[src/rtl/core/mbrc_pkg.sv]
// Shared types, constants and the CRC-16/MODBUS byte step for the
// Modbus RTU response checker. No dependencies.
package mbrc_pkg;

    localparam int MAX_FRAME_BYTES = 256;
    localparam int IDX_W           = $clog2(MAX_FRAME_BYTES + 1);
    localparam int CFG_IDX_W       = 2;
    localparam int CFG_DATA_W      = 8;

    localparam logic [15:0] CRC_INIT = 16'hFFFF;
    localparam logic [15:0] CRC_POLY = 16'hA001;

    localparam logic [7:0] RST_SLAVE     = 8'd1;
    localparam logic [6:0] RST_FUNCTION  = 7'd3;
    localparam logic [6:0] RST_REGISTERS = 7'd1;

    typedef enum logic [CFG_IDX_W-1:0] {
        CFG_SLAVE     = 2'd0,
        CFG_FUNCTION  = 2'd1,
        CFG_REGISTERS = 2'd2
    } t_cfg_reg;

    typedef enum logic [1:0] {
        ST_OK      = 2'd0,
        ST_CRC_BAD = 2'd1,
        ST_HDR_BAD = 2'd2,
        ST_BAD_LEN = 2'd3
    } t_status;

    typedef struct packed {
        logic [7:0] slave;
        logic [6:0] function_code;
        logic [6:0] registers;
    } t_cfg;

    typedef struct packed {
        logic       payload_valid;
        logic [7:0] payload_byte;
        logic       frame_done;
        t_status    frame_status;
    } t_result;

    function automatic logic [15:0] crc_feed(input logic [15:0] crc_in, input logic [7:0] b);
        logic [15:0] c;
        c = crc_in ^ {8'h00, b};
        for (int k = 0; k < 8; k++) begin
            if (c[0]) begin
                c = (c >> 1) ^ CRC_POLY;
            end else begin
                c = c >> 1;
            end
        end
        return c;
    endfunction

endpackage

[src/rtl/core/mbrc_if.sv]
// Channel interfaces for the Modbus RTU response checker: byte input,
// result output and configuration write. Depends on mbrc_pkg.
interface mbrc_in_if;
    logic       valid;
    logic       ready;
    logic [7:0] rx_byte;
    logic       end_of_frame;

    modport source (output valid, output rx_byte, output end_of_frame, input ready);
    modport sink   (input valid, input rx_byte, input end_of_frame, output ready);
endinterface

interface mbrc_out_if;
    logic                 valid;
    logic                 ready;
    logic                 payload_valid;
    logic [7:0]           payload_byte;
    logic                 frame_done;
    mbrc_pkg::t_status    frame_status;

    modport source (output valid, output payload_valid, output payload_byte,
                    output frame_done, output frame_status, input ready);
    modport sink   (input valid, input payload_valid, input payload_byte,
                    input frame_done, input frame_status, output ready);
endinterface

interface mbrc_cfg_if;
    logic                            valid;
    logic                            ready;
    logic [mbrc_pkg::CFG_IDX_W-1:0]  index;
    logic [mbrc_pkg::CFG_DATA_W-1:0] data;

    modport source (output valid, output index, output data, input ready);
    modport sink   (input valid, input index, input data, output ready);
endinterface

[src/rtl/core/mbrc_frame_core.sv]
// Per-frame state of the checker: byte index, two-byte delay line, running
// CRC and header flag, with the result for the byte being processed.
// Depends on mbrc_pkg.
module mbrc_frame_core (
    input  logic              i_clk,
    input  logic              i_rst_n,
    input  logic              i_fire,
    input  logic [7:0]        i_rx_byte,
    input  logic              i_eof,
    input  mbrc_pkg::t_cfg    i_cfg,
    output logic              o_has_result,
    output mbrc_pkg::t_result o_result
);

    logic [mbrc_pkg::IDX_W-1:0] r_byte_index, n_byte_index;
    logic [15:0]                r_crc, n_crc;
    logic [7:0]                 r_delay0, n_delay0;
    logic [7:0]                 r_delay1, n_delay1;
    logic                       r_header, n_header;

    logic                       w_ovf;
    logic [7:0]                 w_count;
    logic                       w_hdr_now;
    logic [15:0]                w_crc_new;
    logic [mbrc_pkg::IDX_W-1:0] w_pos;
    logic [mbrc_pkg::IDX_W-1:0] w_pos_off;
    logic                       w_pv;
    logic                       w_crc_ok;
    mbrc_pkg::t_status          w_status;

    always_comb begin
        w_ovf   = r_byte_index >= mbrc_pkg::IDX_W'(mbrc_pkg::MAX_FRAME_BYTES);
        w_count = {i_cfg.registers, 1'b0};

        w_hdr_now = r_header;
        if (r_byte_index == mbrc_pkg::IDX_W'(0) && i_rx_byte != i_cfg.slave) begin
            w_hdr_now = 1'b0;
        end
        if (r_byte_index == mbrc_pkg::IDX_W'(1) && i_rx_byte != {1'b0, i_cfg.function_code}) begin
            w_hdr_now = 1'b0;
        end
        if (r_byte_index == mbrc_pkg::IDX_W'(2) && i_rx_byte != w_count) begin
            w_hdr_now = 1'b0;
        end

        if (r_byte_index >= mbrc_pkg::IDX_W'(2)) begin
            w_crc_new = mbrc_pkg::crc_feed(r_crc, r_delay0);
        end else begin
            w_crc_new = r_crc;
        end

        w_pos     = r_byte_index - mbrc_pkg::IDX_W'(2);
        w_pos_off = w_pos - mbrc_pkg::IDX_W'(3);
        w_pv      = !w_ovf && (r_byte_index >= mbrc_pkg::IDX_W'(2))
                    && (w_pos >= mbrc_pkg::IDX_W'(3))
                    && (w_pos_off < mbrc_pkg::IDX_W'(w_count));

        w_crc_ok = (w_crc_new[7:0] == r_delay1) && (w_crc_new[15:8] == i_rx_byte);

        if (w_ovf || r_byte_index < mbrc_pkg::IDX_W'(4)) begin
            w_status = mbrc_pkg::ST_BAD_LEN;
        end else if (!w_crc_ok) begin
            w_status = mbrc_pkg::ST_CRC_BAD;
        end else if (!w_hdr_now) begin
            w_status = mbrc_pkg::ST_HDR_BAD;
        end else begin
            w_status = mbrc_pkg::ST_OK;
        end
    end

    always_comb begin
        o_has_result           = w_pv || i_eof;
        o_result.payload_valid = w_pv;
        o_result.payload_byte  = w_pv ? r_delay0 : 8'h00;
        o_result.frame_done    = i_eof;
        o_result.frame_status  = i_eof ? w_status : mbrc_pkg::ST_OK;
    end

    always_comb begin
        n_byte_index = r_byte_index;
        n_crc        = r_crc;
        n_delay0     = r_delay0;
        n_delay1     = r_delay1;
        n_header     = r_header;
        if (i_fire) begin
            if (i_eof) begin
                n_byte_index = '0;
                n_crc        = mbrc_pkg::CRC_INIT;
                n_delay0     = 8'h00;
                n_delay1     = 8'h00;
                n_header     = 1'b1;
            end else if (!w_ovf) begin
                n_byte_index = r_byte_index + mbrc_pkg::IDX_W'(1);
                n_crc        = w_crc_new;
                n_delay0     = r_delay1;
                n_delay1     = i_rx_byte;
                n_header     = w_hdr_now;
            end
        end
    end

    always_ff @(posedge i_clk) begin
        if (!i_rst_n) begin
            r_byte_index <= '0;
            r_crc        <= mbrc_pkg::CRC_INIT;
            r_delay0     <= 8'h00;
            r_delay1     <= 8'h00;
            r_header     <= 1'b1;
        end else begin
            r_byte_index <= n_byte_index;
            r_crc        <= n_crc;
            r_delay0     <= n_delay0;
            r_delay1     <= n_delay1;
            r_header     <= n_header;
        end
    end

    a_index_bounded: assert property (@(posedge i_clk) disable iff (!i_rst_n)
        r_byte_index <= mbrc_pkg::IDX_W'(mbrc_pkg::MAX_FRAME_BYTES))
        else $error("byte index ran past the frame limit");

    a_clear_after_eof: assert property (@(posedge i_clk) disable iff (!i_rst_n)
        i_fire && i_eof |=> r_byte_index == '0 && r_crc == mbrc_pkg::CRC_INIT && r_header)
        else $error("frame state not cleared after the last byte");

    a_no_payload_when_full: assert property (@(posedge i_clk) disable iff (!i_rst_n)
        w_ovf |-> !w_pv)
        else $error("payload released past the frame limit");

endmodule

[src/rtl/core/modbus_rtu_response_checker_unit.sv]
// Top level of the Modbus RTU read-holding-registers response checker.
// Holds the configuration registers, the input and result registers, and
// instantiates mbrc_frame_core. Depends on mbrc_pkg and mbrc_if.
//
// Usage: received response bytes enter on i_in, one per transfer, with
// end_of_frame set on the last byte. The block checks slave address,
// function code and byte count, runs CRC-16/MODBUS over all but the last
// two bytes, and emits a result on o_out for each released register data
// byte and for the last byte of the frame (frame_done with frame_status).
// A consumer discards the frame's payload unless frame_status is ok.
// Configuration registers are to be written on i_cfg only while no frame is
// in flight; the block does not enforce this. That channel is always ready.
// Timing: a byte enters the input register at its transfer edge and its
// result is loaded from the input register into the result register,
// from which it transfers on o_out. Throughput is one byte per cycle while
// o_out does not stall, set by the single CRC byte step between the input
// and result registers. When o_out stalls, the input register still takes
// one more byte; that byte and all later ones wait, even bytes that make no
// result. Reset restores the configuration defaults (slave 1, function 3,
// one register) and clears all frame state.
module modbus_rtu_response_checker_unit (
    input  logic        i_clk,
    input  logic        i_rst_n,
    mbrc_in_if.sink     i_in,
    mbrc_out_if.source  o_out,
    mbrc_cfg_if.sink    i_cfg
);

    mbrc_pkg::t_cfg    r_cfg;
    logic              r_in_valid;
    logic [7:0]        r_in_byte;
    logic              r_in_eof;
    logic              r_out_valid;
    mbrc_pkg::t_result r_out;

    logic              w_proceed;
    logic              w_has_result;
    mbrc_pkg::t_result w_result;

    assign w_proceed  = r_in_valid && (!r_out_valid || o_out.ready);
    assign i_in.ready = !r_in_valid || w_proceed;
    assign i_cfg.ready = 1'b1;

    always_ff @(posedge i_clk) begin
        if (!i_rst_n) begin
            r_cfg.slave         <= mbrc_pkg::RST_SLAVE;
            r_cfg.function_code <= mbrc_pkg::RST_FUNCTION;
            r_cfg.registers     <= mbrc_pkg::RST_REGISTERS;
        end else if (i_cfg.valid) begin
            unique case (i_cfg.index)
                mbrc_pkg::CFG_SLAVE:     r_cfg.slave         <= i_cfg.data;
                mbrc_pkg::CFG_FUNCTION:  r_cfg.function_code <= i_cfg.data[6:0];
                mbrc_pkg::CFG_REGISTERS: r_cfg.registers     <= i_cfg.data[6:0];
                default: ;
            endcase
        end
    end

    always_ff @(posedge i_clk) begin
        if (!i_rst_n) begin
            r_in_valid <= 1'b0;
        end else if (i_in.valid && i_in.ready) begin
            r_in_valid <= 1'b1;
        end else if (w_proceed) begin
            r_in_valid <= 1'b0;
        end
    end

    always_ff @(posedge i_clk) begin
        if (i_in.valid && i_in.ready) begin
            r_in_byte <= i_in.rx_byte;
            r_in_eof  <= i_in.end_of_frame;
        end
    end

    mbrc_frame_core u_core (
        .i_clk        (i_clk),
        .i_rst_n      (i_rst_n),
        .i_fire       (w_proceed),
        .i_rx_byte    (r_in_byte),
        .i_eof        (r_in_eof),
        .i_cfg        (r_cfg),
        .o_has_result (w_has_result),
        .o_result     (w_result)
    );

    always_ff @(posedge i_clk) begin
        if (!i_rst_n) begin
            r_out_valid <= 1'b0;
        end else if (w_proceed && w_has_result) begin
            r_out_valid <= 1'b1;
        end else if (o_out.ready) begin
            r_out_valid <= 1'b0;
        end
    end

    always_ff @(posedge i_clk) begin
        if (w_proceed && w_has_result) begin
            r_out <= w_result;
        end
    end

    assign o_out.valid         = r_out_valid;
    assign o_out.payload_valid = r_out.payload_valid;
    assign o_out.payload_byte  = r_out.payload_byte;
    assign o_out.frame_done    = r_out.frame_done;
    assign o_out.frame_status  = r_out.frame_status;

    a_result_has_content: assert property (@(posedge i_clk) disable iff (!i_rst_n)
        r_out_valid |-> r_out.payload_valid || r_out.frame_done)
        else $error("empty result presented");

    a_status_only_at_end: assert property (@(posedge i_clk) disable iff (!i_rst_n)
        r_out_valid && !r_out.frame_done |-> r_out.frame_status == mbrc_pkg::ST_OK)
        else $error("status set on a result that does not end the frame");

    a_byte_zero_when_idle: assert property (@(posedge i_clk) disable iff (!i_rst_n)
        r_out_valid && !r_out.payload_valid |-> r_out.payload_byte == 8'h00)
        else $error("payload byte set without payload valid");

    a_no_overwrite: assert property (@(posedge i_clk) disable iff (!i_rst_n)
        r_out_valid && !o_out.ready |-> !w_proceed)
        else $error("byte processed while a result is held");

endmodule

[src/flat_wrapper.sv]
// flat-port wrapper written by rule: the top's interface ports become plain ports
module modbus_rtu_response_checker_unit_flat 
  (i_clk, i_rst_n, i_in_valid, i_in_rx_byte, i_in_end_of_frame, i_in_ready, o_out_valid, o_out_payload_valid, o_out_payload_byte, o_out_frame_done, o_out_frame_status, o_out_ready, i_cfg_valid, i_cfg_index, i_cfg_data, i_cfg_ready);
  mbrc_in_if i_in_i ();
  mbrc_out_if o_out_i ();
  mbrc_cfg_if i_cfg_i ();
  input  logic i_clk;
  input  logic i_rst_n;
  input wire logic [$bits(i_in_i.valid)-1:0] i_in_valid;
  input wire logic [$bits(i_in_i.rx_byte)-1:0] i_in_rx_byte;
  input wire logic [$bits(i_in_i.end_of_frame)-1:0] i_in_end_of_frame;
  output wire logic [$bits(i_in_i.ready)-1:0] i_in_ready;
  output wire logic [$bits(o_out_i.valid)-1:0] o_out_valid;
  output wire logic [$bits(o_out_i.payload_valid)-1:0] o_out_payload_valid;
  output wire logic [$bits(o_out_i.payload_byte)-1:0] o_out_payload_byte;
  output wire logic [$bits(o_out_i.frame_done)-1:0] o_out_frame_done;
  output wire logic [$bits(o_out_i.frame_status)-1:0] o_out_frame_status;
  input wire logic [$bits(o_out_i.ready)-1:0] o_out_ready;
  input wire logic [$bits(i_cfg_i.valid)-1:0] i_cfg_valid;
  input wire logic [$bits(i_cfg_i.index)-1:0] i_cfg_index;
  input wire logic [$bits(i_cfg_i.data)-1:0] i_cfg_data;
  output wire logic [$bits(i_cfg_i.ready)-1:0] i_cfg_ready;
  assign i_in_i.valid = i_in_valid;
  assign i_in_i.rx_byte = i_in_rx_byte;
  assign i_in_i.end_of_frame = i_in_end_of_frame;
  assign i_in_ready = i_in_i.ready;
  assign o_out_valid = o_out_i.valid;
  assign o_out_payload_valid = o_out_i.payload_valid;
  assign o_out_payload_byte = o_out_i.payload_byte;
  assign o_out_frame_done = o_out_i.frame_done;
  assign o_out_frame_status = o_out_i.frame_status;
  assign o_out_i.ready = o_out_ready;
  assign i_cfg_i.valid = i_cfg_valid;
  assign i_cfg_i.index = i_cfg_index;
  assign i_cfg_i.data = i_cfg_data;
  assign i_cfg_ready = i_cfg_i.ready;
  modbus_rtu_response_checker_unit u_core (.i_clk(i_clk), .i_rst_n(i_rst_n), .i_in(i_in_i), .o_out(o_out_i), .i_cfg(i_cfg_i));
endmodule
[config.mk]
export PLATFORM = sky130hd
export DESIGN_NAME = modbus_rtu_response_checker_unit_flat
export DESIGN_NICKNAME = d
export VERILOG_FILES = /design/src/rtl/core/mbrc_pkg.sv /design/src/rtl/core/mbrc_if.sv /design/src/rtl/core/mbrc_frame_core.sv /design/src/rtl/core/modbus_rtu_response_checker_unit.sv /design/src/flat_wrapper.sv
export SDC_FILE = /design/constraint.sdc
export NUM_CORES = 1
export LEC_CHECK = 0
export BUFFER_PORTS_ARGS = -buffer_cell sky130_fd_sc_hd__buf_2
export CAP_MARGIN = 40
export CORE_UTILIZATION = 45
export DETAILED_ROUTE_END_ITERATION = 10
export HOLD_SLACK_MARGIN = 0.03
export SYNTH_ARGS = -nofsm -noshare
export SYNTH_HDL_FRONTEND = slang
export SYNTH_SLANG_ARGS = --single-unit
[constraint.sdc]
create_clock -name i_clk -period 4.7 [get_ports i_clk]
set_input_delay 1.41 -clock i_clk [delete_from_list [all_inputs] [get_ports i_clk]]
set_output_delay 1.41 -clock i_clk [all_outputs]
set_load 0.05 [all_outputs]
---- Word level (Yosys, flattened, before mapping) ----
Cells that the tools add are included.
word-level totals
  bits in registers ....................... 87
  bits in latches ......................... 0
  RAM bits ................................ 0
  memory bits (read-only) ................. 0
  input bits .............................. 24
  output and inout port bits .............. 15
  word-level logic and storage cells ...... 104
  memories ................................ 0
cells by class
  $add $sub $neg .......................... 3
  $mul .................................... 0
  div/mod/pow operators ................... 0
  $lt $le $gt $ge ......................... 5
  equality and inequality tests ........... 10
  shift operators ......................... 0
  multiplexer cells ....................... 36
  bitwise logic cells ..................... 9
  reduce and logical (&&, ||, !) cells .... 25
operator list
  kind                 number
  $mux 16              18
  $mux 8               4
  $not 2->3            8
  $ge 9x2->1 const B   2
  $mux 9               2
  $sub 9x2->9 const B  2
  $eq 8x8->1           2
  $ne 8x8->1           2
  $xor 16x8->16        1
  $logic_and 1x1->1    10
  $add 9x1->9 const B  1
  $eq 9x1->1 const B   1
  $eq 9x2->1 const B   1
  $ge 9x9->1 const B   1
  $logic_not 9->1      1
  $lt 9x3->1 const B   1
  $lt 9x8->1           1
  $mux 1               9
  $ne 8x7->1           1
  $reduce_and 2->1     4
  $mux 2               3
  $logic_or 1x1->1     4
  $reduce_bool 2->1    2
  $logic_not 1->1      3
  other kinds (4)      4

---- Logic depth before layout (Yosys ltp) ----
Gate-level depths: netlist of the first run.
  depth after elaboration ................. 29
  gate-level depth with buffers ........... 15
  gate-level depth less buffers ........... 14

---- Cells and area by module ----
A second synthesis of the first run with hierarchy kept.
second synthesis, totals
  cells, all modules ...................... 506
  area, all modules ....................... 4830.9 um^2
modules (own cells, without submodules)
  module                            times used  cells an instance  area each (um^2)  sequential area each (um^2)
  mbrc_frame_core                   1           388                3245.6            840.8
  modbus_rtu_response_checker_unit  1           118                1585.3            1111.1

---- Worst setup path before layout of the first run ----
No wires, ideal clock.
  path kind ............................... flip-flop to flip-flop
  start point ............................. register u_core.u_core.r_byte_index[1] in the netlist's numbering
  end point ............................... register u_core.r_out, in the netlist u_core.o_out.frame_done, enable pin
  setup time .............................. 385 ps
  arrival ................................. 3194 ps
  required time ........................... 4315 ps
  slack ................................... 1121 ps
  stages on the path, launching flop included .. 15
  path buffers ............................ 0
  period minus slack after synthesis ...... 3579 ps
  cell sequence ........................... dfxtp_1 -> inv_1 -> ha_1 -> a21boi_0 -> a21oi_1 -> nor2_1 -> a21oi_1 -> o22ai_1 -> xor2_1 -> ha_1 -> o21a_1 -> o21a_1 -> o21ai_0 -> nand3_1 -> a21oi_1
between the ends
  longest elaborated chain between the ends .. 7
  elaborated cells between the ends (all ways) .. 12
  those cells by class .................... 2 x add/sub; 4 x order compare; 6 x reduce/logical
RTL lines
  what                                                 RTL line                                RTL
  start, declared                                      mbrc_frame_core.sv:15                   logic [mbrc_pkg::IDX_W-1:0] r_byte_index, n_byte_index;
  start signal, assigned                               mbrc_frame_core.sv:110                  r_byte_index <= n_byte_index;
  branches (longest 4 deep; another with $sub 9x2->9)  n/a
  $logic_and 1x1->1 *                                  mbrc_frame_core.sv:56                   && (w_pos_off < mbrc_pkg::IDX_W'(w_count));
  $logic_or 1x1->1 *                                   mbrc_frame_core.sv:72                   o_has_result = w_pv || i_eof;
  $logic_and 1x1->1 *                                  modbus_rtu_response_checker_unit.sv:98  if (w_proceed && w_has_result) begin
  end signal, assigned                                 modbus_rtu_response_checker_unit.sv:99  r_out <= w_result;
  end, declared                                        modbus_rtu_response_checker_unit.sv:34  mbrc_pkg::t_result r_out;
Mark *: on every way between the ends.
A chain may end at the register's enable or synchronous reset.

---- Final worst setup path of the first run ----
  start point ............................. register u_core.u_core.r_byte_index[2] in the netlist's numbering
  end point ............................... register u_core.r_out, in the netlist u_core.o_out.frame_status[1], enable pin
The elaborated chain is that of the path after synthesis.

==> results of run 1 <==
-- per-layer routing --
metal,routed length (um),vias up,track usage [%]
met3,440,14,2.94
met2,4530,68,30.5
met5,0,-,0
met4,165,0,8.06
met1,5160,1541,28.7
li1,-,1622,-
-- how the worst max path moves through the flow --
stage          cells after the start  slack, ns                            to                          start
3_3_place_gp                      15       0.85  u_core.o_out.frame_status[0]  u_core.u_core.r_byte_index[1]
6_report                          15       0.56  u_core.o_out.frame_status[1]  u_core.u_core.r_byte_index[2]
3_5_place_dp                      15       0.65  u_core.o_out.frame_status[0]  u_core.u_core.r_byte_index[1]
5_1_grt                           15       0.12  u_core.o_out.frame_status[1]  u_core.u_core.r_byte_index[2]
4_1_cts                           15       0.60  u_core.o_out.frame_status[1]  u_core.u_core.r_byte_index[2]
2_1_floorplan                     14       1.12       u_core.o_out.frame_done  u_core.u_core.r_byte_index[1]
-- area by class of cell --
class                           count  area [um2]  area share (%)
Sequential cell                    87        1950            38.0
Inverter                           22        82.6            1.61
Timing Repair Buffer               44         241            4.71
Clock inverter                      5        40.0           0.780
Multi-Input combinational cell    316        2510            48.9
Tap cell                          133         166            3.24
Clock buffer                       11         141            2.76
-- cells by family (layout without fill, tap and decap cells) --
group / after synthesis / count (layout) / share of synthesized area, %
simple gates: 118 / 118 / 14.4
other cells: 1 / 1 / 0.0802
mux: 33 / 33 / 7.06
flops: 87 / 87 / 41.7
buf+inv: 55 / 82 / 4.87
fa+ha+maj: 13 / 13 / 3.48
xor+xnor: 80 / 80 / 17.3
compound gates: 71 / 71 / 11.2
-- Yosys cell counts (2+ instances only) --
library cell  count  area share [%]
dfxtp_1          66              28
nor2b_1          41             5.5
xor2_1           35             6.6
xnor2_1          34             6.4
mux2i_1          33             7.1
clkbuf_1         27             2.2
nor2_1           23             1.8
edfxtp_1         21              13
inv_1            21             1.7
a22oi_1          17             2.7
nand2_1          17             1.4
a221o_1          13             2.8
ha_1             13             3.5
a21oi_1          12             1.3
nand4_1           7            0.94
nand3_1           5            0.53
o21ai_0           5            0.53
xnor2_2           5             1.7
nor3_1            4            0.43
o21a_1            4            0.64
o22ai_1           4            0.53
and3_1            3            0.40
nor4_1            3            0.40
xor2_2            3             1.0
a31oi_1           2            0.27
a41oi_1           2            0.37
buf_2             2            0.21
buf_6             2            0.48
nand2b_1          2            0.27
nand3b_1          2            0.32
nor3b_1           2            0.32
o21ai_1           2            0.21
or4_1             2            0.32
-- worst register-to-register path: stages (launching register included) --
cell and delay, ns:
dfxtp_1 0.44, inv_1 0.14, ha_1 0.35, a21boi_0 0.63
a21oi_1 0.17, nor2_1 0.12, a21oi_1 0.05, o22ai_1 0.19
xor2_1 0.16, ha_1 0.24, o21a_1 0.10, o21a_1 0.16
o21ai_0 0.18, nand3_1 0.40, a21oi_1 0.28, buf_4 0.23
-- power by group through the flow --
stage	registers (mW)	logic [mW]	clock network [mW]
finish	0.807	0.133	0.492
global route	0.809	0.146	0.530
CTS	0.807	0.134	0.507
detailed placement	0.824	0.133	0
global placement	0.824	0.130	0
floorplan	0.818	0.0963	0
-- layout by cell type, fill, tap and decap left out, types with 7 or more instances in the layout --
| cell | synthesis | routed |
|---|---|---|
| a21oi_1 | 12 | 12 |
| a221o_1 | 13 | 13 |
| a22oi_1 | 17 | 17 |
| buf_2 | 2 | 37 |
| clkbuf_8 | 0 | 10 |
| dfxtp_1 | 66 | 66 |
| edfxtp_1 | 21 | 21 |
| ha_1 | 13 | 13 |
| inv_1 | 21 | 21 |
| mux2i_1 | 33 | 33 |
| nand2_1 | 17 | 17 |
| nand4_1 | 7 | 7 |
| nor2_1 | 23 | 23 |
| nor2b_1 | 41 | 41 |
| xnor2_1 | 34 | 34 |
| xor2_1 | 35 | 35 |
-- state kept, by name (all words and copies together) (netlist names) --
signal and cells:
u_core.r_cfg 22, u_core.u_core.r_crc 16, u_core.u_core.r_byte_index 9, u_core.o_out.payload_byte 8
u_core.r_in_byte 8, u_core.u_core.r_delay0 8, u_core.u_core.r_delay1 8, u_core.o_out.frame_status 2
u_core.o_out.frame_done 1, u_core.o_out.payload_valid 1, u_core.o_out.valid 1, u_core.r_in_eof 1
u_core.r_in_valid 1, u_core.u_core.r_header 1
-- through the flow --
step,power [mW],cells
after floorplan,0.914,458
after global placement,0.954,600
after detailed placement,0.957,602
after CTS,1.45,618
after global routing,1.49,618
final,1.43,618
==> summary.txt, run 1 <==
Run status
  – Status: complete, no violations

Timing
  – Final period utilization: 88.2%
  – Slew margin rel.: 49.5%
  – Period minus WS final: 4.14 ns
  – Final setup violation count: 0
  – Post-Route Setup TNS: 0 ns
  – RSZ-0062 raised after global routing: false
  – Max Clock Freq: 0.241 GHz
  – Setup slack after layout: 0.557 ns
  – Worst slew pin tran: 0.751 ns
  – Worst hold slack: 0.501 ns
  – Layout Skew: 0.0135 ns
  – Slew Limit Fails: 0
  – Hold Violations, Final: 0

Clock network
  – TritonCTS clock tree: built
  – Bufs on Longest Clock Path: 2
  – Cts repair resizes: 0
  – Skew-Pair Late Insertion Delay: 0.37 ns
  – H-tree Lvls: 3
  – CTS Hold Bufs: 0
  – Clock buffer count from CTS: 9
  – Reg clk slew, reported paths: 0.09 ns
  – Setup bufs post-CTS: 0
  – Sinks on Clock Net: 87
  – Root Buffer Master: clkbuf_8

Logic synthesis
  – Mean post-synth cell area: 10.2 um2
  – Netlist cell types: 57
  – #FFs+latches synth: 87
  – Mapped Area: 4680 um2
  – Post-synthesis sequential area ratio: 41.7%
  – Syn_nets: 495
  – Ys flop type: dfxtp_1
  – Post-synthesis async set-or-reset flop share: 0%
  – Yosys warns: 0
  – Cells after Synth: 458
  – Post-synth EDFFs: 21

Global routing
  – Vias in the first global route: 3107
  – Largest net degree at the start of global routing: 48
  – Total GRT Usage: 20.1%
  – Initial antenna violation count: 0
  – GR Overflow Total: 0
  – Global-route wire length before repair: 16.9 mm

Die
  – Die area: 10800 um2
  – Ports: 39
  – Std-Cell Rows: 36
  – Initial Utilization: 47.2%
  – Die Y-Extent: 104 um
  – Core box area: 9910 um2
  – DIE WIDTH: 104 um

Power
  – Sequential share of power: 56.3%
  – Static Leak: 2.01 nW
  – Psw: 0.379 mW
  – Sw frac: 26.5%
  – Clock share of power: 34.4%
  – IR drop worst, VDD: 173 uV
  – Power density over cell area: 279 nW/um2
  – P_int: 1.05 mW
  – Comb pwr share: 9.3%

Setup path
  – CP Class: reg2reg
  – Worst R2R End: u_core.o_out.frame_status[1]
  – CP max stage delay: 0.63 ns
  – Crit-path max FO: 12
  – Worst path cell trace: inv_1 -> ha_1 -> a21boi_0 -> a21oi_1 -> nor2_1 -> a21oi_1 -> o22ai_1 -> xor2_1 -> ha_1 -> o21a_1 -> o21a_1 -> o21ai_0 -> nand3_1 -> a21oi_1 -> buf_4
  – WP data arrival: 4.21 ns
  – Worst setup SP type: flop
  – Worst r2r path cells: 15
  – Crit end category: flop
  – Reg-to-Reg Start: u_core.u_core.r_byte_index[2]
  – Crit path max-delay cell type: a21boi_0
  – Delay-heaviest family, CP: compound AO/OA/AOI/OAI gates
  – Most used cell, CP: a21oi_1
  – Worst R2R Setup Slack: 0.56 ns
  – Crit path buffers/inverters: 2
  – Req. time, crit path: 4.77 ns

Cells and area
  – Final instance area: 5130 um2
  – Antenna Cells: 0
  – Layout cell share with drive strength beyond 1: 15.5%
  – Nets@finish: 517
  – Final Core Density: 51.8%
  – # fillers: 930
  – Area growth syn-to-layout: 9.68%

Placed design
  – Pre-CTS setup slack: 0.653 ns
  – RD Place Congestion: 0.859
  – Dpl hpwl: 7.35 mm
  – Port-buffer cells: 37
  – Placed Area: 4950 um2

Detailed routing
  – First-pass detailed-route iteration total: 4
  – Vias per inst: 5.25
  – DRC Markers: 0
  – Iteration-0 DRC Markers: 138
  – Post-DRT Antenna Nets: 0
  – Routed WL: 10.3 mm
  – Wire per inst: 16.7 um
  – DR vias: 3245

Run
  – Max-cap viol count: 0

Worst hold path
  – Hold Crit Class: reg2reg
  – Hold path start: u_core.u_core.r_header
  – Worst hold path depth: 2
  – Hold EP: u_core.u_core.r_header
Power figures use the tool's default switching activity.
==> inputs of run 2 (changes only) <==
- REMOVE_ABC_BUFFERS: not set -> 1
==> summary.txt, run 2 (synthesis gave the netlist of run 1 again) <==
Detailed routing
  – Wire per inst: 16.3 um (-2.1%)
  – DRC Markers: 0 (unchanged)
  – Post-DRT Antenna Nets: 0 (unchanged)
  – Routed WL: 10.1 mm (-1.9%)
  – First-pass detailed-route iteration total: 4 (unchanged)
  – Iteration-0 DRC Markers: 138 (unchanged)
  – DR vias: 3230 (-0.46%)
  – Vias per inst: 5.22 (-0.62%)

Cells and area
  – Commonest non-fill, non-tap cell in the layout: dfxtp_1
  – Largest Register: u_core.r_cfg
  – Most frequent cells in the layout: dfxtp_1 (66), nor2b_1 (41), buf_2 (37)
  – Antenna Cells: 0 (unchanged)
  – Layout cell share with drive strength beyond 1: 15.8% (+0.38 points)
  – Final instance area: 5160 um2 (+0.61%)
  – Largest register FFs: 22 (unchanged)
  – Area growth syn-to-layout: 10.4%
  – Top Registers: u_core.r_cfg (22), u_core.u_core.r_crc (16), u_core.u_core.r_byte_index (9)
  – Non-filler cells, final: 619 (+0.16%)
  – # fillers: 924 (-0.65%)
  – Nets@finish: 518 (+0.19%)
  – Final Core Density: 52.1% (+0.32 points)

Timing
  – Final setup violation count: 0 (unchanged)
  – Layout Skew: 0.0113 ns (-0.00223 ns)
  – Final period utilization: 82.7% (-5.4 points)
  – Hold Violations, Final: 0 (unchanged)
  – Worst slew pin tran: 0.637 ns (-0.114 ns)
  – RSZ-0062 raised after global routing: false
  – Period minus WS final: 3.89 ns (-0.255 ns)
  – Setup slack after layout: 0.811 ns (+0.255 ns)
  – Post-Route Setup TNS: 0 ns (unchanged)
  – Max Clock Freq: 0.257 GHz (+6.6%)
  – Slew margin rel.: 57.2% (+7.7 points)
  – Slew Limit Fails: 0 (unchanged)

Placed design
  – RD Place Congestion: 0.806 (-6.2%)
  – Placed Cells: 603 (+0.17%)
  – Placed Area: 4960 um2 (+0.30%)
  – Port-buffer cells: 37 (unchanged)
  – Dpl hpwl: 7.43 mm (+1.1%)
  – Pre-CTS setup slack: 0.868 ns (+0.215 ns)

Setup path
  – Worst setup SP type: flop
  – Crit path max-delay cell type: a21boi_0
  – WP data arrival: 3.96 ns (-0.25 ns)
  – Worst path cell trace: inv_1 -> ha_1 -> a21boi_0 -> a21oi_1 -> nor2_1 -> a21oi_1 -> o22ai_1 -> xor2_1 -> ha_1 -> o21a_1 -> o21a_1 -> o21ai_0 -> nand3_1 -> a21oi_1 -> buf_4
  – Most used cell, CP: a21oi_1
  – Crit path buffers/inverters: 2 (unchanged)
  – CP Class: reg2reg
  – Crit end category: flop
  – Delay-heaviest family, CP: compound AO/OA/AOI/OAI gates
  – Worst r2r path cells: 15 (unchanged)
  – Reg-to-Reg Start: u_core.u_core.r_byte_index[1]
  – Worst R2R Setup Slack: 0.81 ns (+0.25 ns)
  – Worst R2R End: u_core.o_out.payload_byte[5]
  – CP max stage delay: 0.51 ns (-0.12 ns)
  – Req. time, crit path: 4.77 ns (about the same)
  – Crit-path max FO: 12 (unchanged)

Clock network
  – Clock buffer count from CTS: 9 (unchanged)
  – Setup bufs post-CTS: 0 (unchanged)
  – Cts repair resizes: 0 (unchanged)
  – CTS Hold Bufs: 0 (unchanged)
  – Skew-Pair Late Insertion Delay: 0.37 ns (about the same)
  – Root Buffer Master: clkbuf_8
  – Sinks on Clock Net: 87 (unchanged)
  – Reg clk slew, reported paths: 0.10 ns (about the same)
  – TritonCTS clock tree: built
  – H-tree Lvls: 3 (unchanged)
  – Bufs on Longest Clock Path: 2 (unchanged)

Run status
  – Status: complete, no violations

Power
  – Static Leak: 2.03 nW (+0.81%)
  – IR drop worst, VDD: 146 uV (-16%)
  – Power density over cell area: 283 nW/um2 (+1.3%)

Global routing
  – GR Overflow Total: 0 (unchanged)
  – Total GRT Usage: 19.9% (-0.26 points)
  – Vias in the first global route: 3198 (+2.9%)
  – Largest net degree at the start of global routing: 47 (-2.1%)
  – GR peak layer: met2
  – Grt met1 use: 26.9% (-1.7 points)
  – Global-route wire length before repair: 16.6 mm (-1.2%)
  – Initial antenna violation count: 0 (unchanged)
  – M2 GR Usage: 31.9% (+1.4 points)
  – M3 GR Usage: 2.76% (-0.19 points)

Worst hold path
  – Hold path start: u_core.r_cfg[8]
  – Hold Crit Class: reg2reg
  – Hold EP: u_core.r_cfg[8]
  – Worst hold path depth: 2 (unchanged)

Die
  – Ports: 39 (unchanged)
  – DIE WIDTH: 104 um (unchanged)
  – Die area: 10800 um2 (unchanged)
  – Initial Utilization: 47.2% (unchanged)
  – Std-Cell Rows: 36 (unchanged)
  – Core box area: 9910 um2 (unchanged)
  – Die Y-Extent: 104 um (unchanged)

Run
  – Max-cap viol count: 0 (unchanged)
run 2: cell types whose count changed in the layout (fill, tap and decap cells not counted):
cell       delta
clkbuf_1      -1
clkbuf_16     +1
buf_8         +1
clkbuf_8      -1
clkinv_4      -1
inv_6         +2
run 2: metrics by stage:
stage	total power, mW	hold slack [ns]
floorplan	0.906	0.446
global placement	0.954	0.463
detailed placement	0.958	0.483
CTS	1.47	0.508
global route	1.52	0.532
finish	1.46	0.506
run 2: worst max-delay path by stage:
stage                                        from                      endpoint  slack, ns  cells after the start
CTS                 u_core.u_core.r_byte_index[1]  u_core.o_out.payload_byte[5]       0.83                     15
global placement    u_core.u_core.r_byte_index[1]  u_core.o_out.payload_byte[2]       0.97                     15
floorplan           u_core.u_core.r_byte_index[1]       u_core.o_out.frame_done       0.90                     14
global route        u_core.u_core.r_byte_index[2]  u_core.o_out.payload_byte[4]       0.34                     15
finish              u_core.u_core.r_byte_index[1]  u_core.o_out.payload_byte[5]       0.81                     15
detailed placement  u_core.u_core.r_byte_index[1]  u_core.o_out.payload_byte[4]       0.87                     15
run 2: worst reg2reg max path, delay by kind of cell (launching register included):
family | cells | cell delay (ns)
adders and majority gates | 2 | 0.59
buffers and inverters | 2 | 0.35
AOI/OAI and AO/OA | 8 | 1.57
and+or+nand+nor | 2 | 0.48
xor gates and xnor gates | 1 | 0.17
DFF | 1 | 0.44
run 2: final cells by class:
type                            instances  area, um2  area share [%]
Clock buffer                           10        149            2.88
Clock inverter                          6       48.8           0.945
Inverter                               22       82.6            1.60
Multi-Input combinational cell        316       2510            48.6
Sequential cell                        87       1950            37.8
Tap cell                              133        166            3.22
Timing Repair Buffer                   45        256            4.97
run 2: where the power goes:
group          switching (mW)  internal, mW  total (mW)
Sequential             0.0227         0.783       0.806
Combinational          0.0737        0.0596       0.133
Clock                   0.289         0.231       0.520
run 2: per-layer routing:
metal | vias to the layer above | wire [um]
li1 | 1624 | -
met1 | 1536 | 5030
met2 | 58 | 4620
met3 | 12 | 280
met4 | 0 | 156
met5 | - | 0
==> inputs of run 3 (changes only) <==
- PLACE_DENSITY: not set -> 0.65
- clock period: 4.7 -> 3.5 ns (I/O delays scaled with it)
==> summary.txt, run 3 (synthesis gave the netlist of run 1 again) <==
Worst hold path
  – Hold path start: u_core.u_core.r_header
  – Hold Crit Class: reg2reg
  – Worst hold path depth: 2 (unchanged)

Setup path
  – Req. time, crit path: 3.57 ns (-1.20 ns)
  – Crit-path max FO: 6 (-6)
  – CP Class: reg2reg
  – WP data arrival: 3.27 ns (-0.69 ns)
  – Worst r2r path cells: 15 (unchanged)
  – Crit end category: flop
  – Worst setup SP type: flop
  – Reg-to-Reg Start: u_core.u_core.r_byte_index[2]
  – CP startpoint: u_core.u_core.r_byte_index[2]

Cells and area
  – Commonest non-fill, non-tap cell in the layout: dfxtp_1
  – Nets@finish: 524 (+1.2%)
  – Antenna Cells: 0 (unchanged)
  – Layout cell share with drive strength beyond 1: 17.1% (+1.2 points)
  – Largest Register: u_core.r_cfg
  – Most frequent cells in the layout: dfxtp_1 (66), nor2b_1 (39), buf_2 (37)
  – Area growth syn-to-layout: 12.1%
  – Largest register FFs: 22 (unchanged)
  – Top Registers: u_core.r_cfg (22), u_core.u_core.r_crc (16), u_core.u_core.r_byte_index (9)
  – # fillers: 919 (-0.54%)

Global routing
  – M2 GR Usage: 33.2% (+1.3 points)
  – Grt met1 use: 25.9% (-1.1 points)
  – Total GRT Usage: 19.9% (+0.024 points)
  – Global-route wire length before repair: 16.9 mm (+1.6%)
  – GR peak layer: met2
  – M3 GR Usage: 2.76% (unchanged)
  – Initial antenna violation count: 0 (unchanged)
  – GR Overflow Total: 0 (unchanged)
  – Largest net degree at the start of global routing: 31 (-34%)
  – Vias in the first global route: 3358 (+5.0%)

Run
  – Max-cap viol count: 0 (unchanged)

Power
  – Power density over cell area: 383 nW/um2 (+36%)
  – Total power: 2.01 mW (+38%)
  – IR drop worst, VDD: 213 uV (+46%)
  – Static Leak: 2.06 nW (+1.9%)

Detailed routing
  – Post-DRT Antenna Nets: 0 (unchanged)
  – Iteration-0 DRC Markers: 132 (-4.3%)
  – DRC Markers: 0 (unchanged)
  – DR vias: 3346 (+3.6%)
  – Wire per inst: 16.4 um (+0.43%)
  – Vias per inst: 5.35 (+2.6%)
  – First-pass detailed-route iteration total: 4 (unchanged)
  – Routed WL: 10.2 mm (+1.4%)

Die
  – Core box area: 9910 um2 (unchanged)
  – DIE WIDTH: 104 um (unchanged)
  – Initial Utilization: 47.2% (unchanged)
  – Std-Cell Rows: 36 (unchanged)
  – Ports: 39 (unchanged)
  – Die Y-Extent: 104 um (unchanged)
  – Die area: 10800 um2 (unchanged)

Placed design
  – Dpl hpwl: 7.24 mm (-2.5%)
  – Port-buffer cells: 37 (unchanged)
  – RD Place Congestion: 0.944 (+17%)

Timing
  – Worst hold slack: 0.496 ns (-0.00985 ns)
  – Layout Skew: 0.00797 ns (-0.00331 ns)
  – Worst slew pin tran: 0.615 ns (-0.0222 ns)
  – RSZ-0062 raised after global routing: false
  – Post-Route Setup TNS: 0 ns (unchanged)
  – Final setup violation count: 0 (unchanged)
  – Period minus WS final: 3.20 ns (-0.688 ns)
  – Hold Violations, Final: 0 (unchanged)
  – Slew margin rel.: 58.7% (+1.5 points)
  – Slew Limit Fails: 0 (unchanged)
  – Final period utilization: 91.4% (+8.7 points)
  – Max Clock Freq: 0.312 GHz (+21%)

Clock network
  – H-tree Lvls: 3 (unchanged)
  – TritonCTS clock tree: built
  – Clock buffer count from CTS: 9 (unchanged)
  – Reg clk slew, reported paths: 0.08 ns (-0.02 ns)
  – Setup bufs post-CTS: 0 (unchanged)
  – Skew-Pair Late Insertion Delay: 0.35 ns (-0.02 ns)
  – Bufs on Longest Clock Path: 2 (unchanged)
  – Root Buffer Master: clkbuf_8
  – Sinks on Clock Net: 87 (unchanged)

Run status
  – Status: complete, no violations
-- run 3: cell types whose count changed in the layout (fill, tap and decap cells not counted), sizes merged --
cell	before	now
clkinv	1	2
clkbuf	10	12
inv	26	22
bufinv	0	2
clkinvlp	1	0
buf	45	51
-- run 3: layer usage --
layer | part of all wire (%) | vias up
met5 | 0 | -
met4 | 1.0 | 0
met3 | 3.5 | 9
met2 | 51 | 72
met1 | 45 | 1624
li1 | - | 1641
-- run 3: final timing paths --
| path | end | slack, ns |
|---|---|---|
| min reg2reg | u_core.u_core.r_header | 0.50 |
| min | u_core.u_core.r_header | 0.50 |
| max reg2reg | u_core.o_out.payload_byte[2] | 0.30 |
| max | u_core.o_out.payload_byte[2] | 0.30 |
-- run 3: worst max-delay path, stage by stage, from the launching register on --
cell and delay, ns:
dfxtp_1 0.33, inv_1 0.11, ha_4 0.30, nor2b_4 0.17
nor2b_2 0.18, xnor2_1 0.12, o21ai_0 0.11, xnor2_1 0.21
ha_1 0.25, o21a_1 0.11, o21a_1 0.16, o21a_1 0.16
o21ai_0 0.14, nand3_1 0.15, a21oi_2 0.25, buf_6 0.17
-- run 3: cell type report --
class	instances	area (um2)	area share [%]
Clock buffer	12	135	2.58
Clock inverter	4	70.1	1.34
Inverter	22	82.6	1.57
Multi-Input combinational cell	316	2530	48.3
Sequential cell	87	1950	37.2
Tap cell	133	166	3.17
Timing Repair Buffer	51	305	5.82
-- run 3: where the power goes --
group / total (mW) / internal [mW] / leakage (nW) / switching [mW]
sequential: 1.08 / 1.05 / 0.741 / 0.0291
combinational: 0.185 / 0.0826 / 1.22 / 0.103
clock: 0.744 / 0.401 / 0.104 / 0.343
total: 2.01 / 1.54 / 2.06 / 0.475
-- run 3: per-stage QoR --
step           util (%)  cells  setup slack (ns)  cell area, um2
6_report           52.9    625             0.299            5250
5_1_grt            52.9    625            0.0306            5250
2_1_floorplan         -    425            -0.302            4530
3_5_place_dp       50.4    608             0.165            5000
4_1_cts            52.5    624             0.128            5200
3_3_place_gp       50.2    606             0.260            4980
-- run 3: what timing repair did --
item                       in CTS  in global routing
hold buffers                    0                  0
gates resized for setup         0                  9
setup endpoints to repair       0                 12
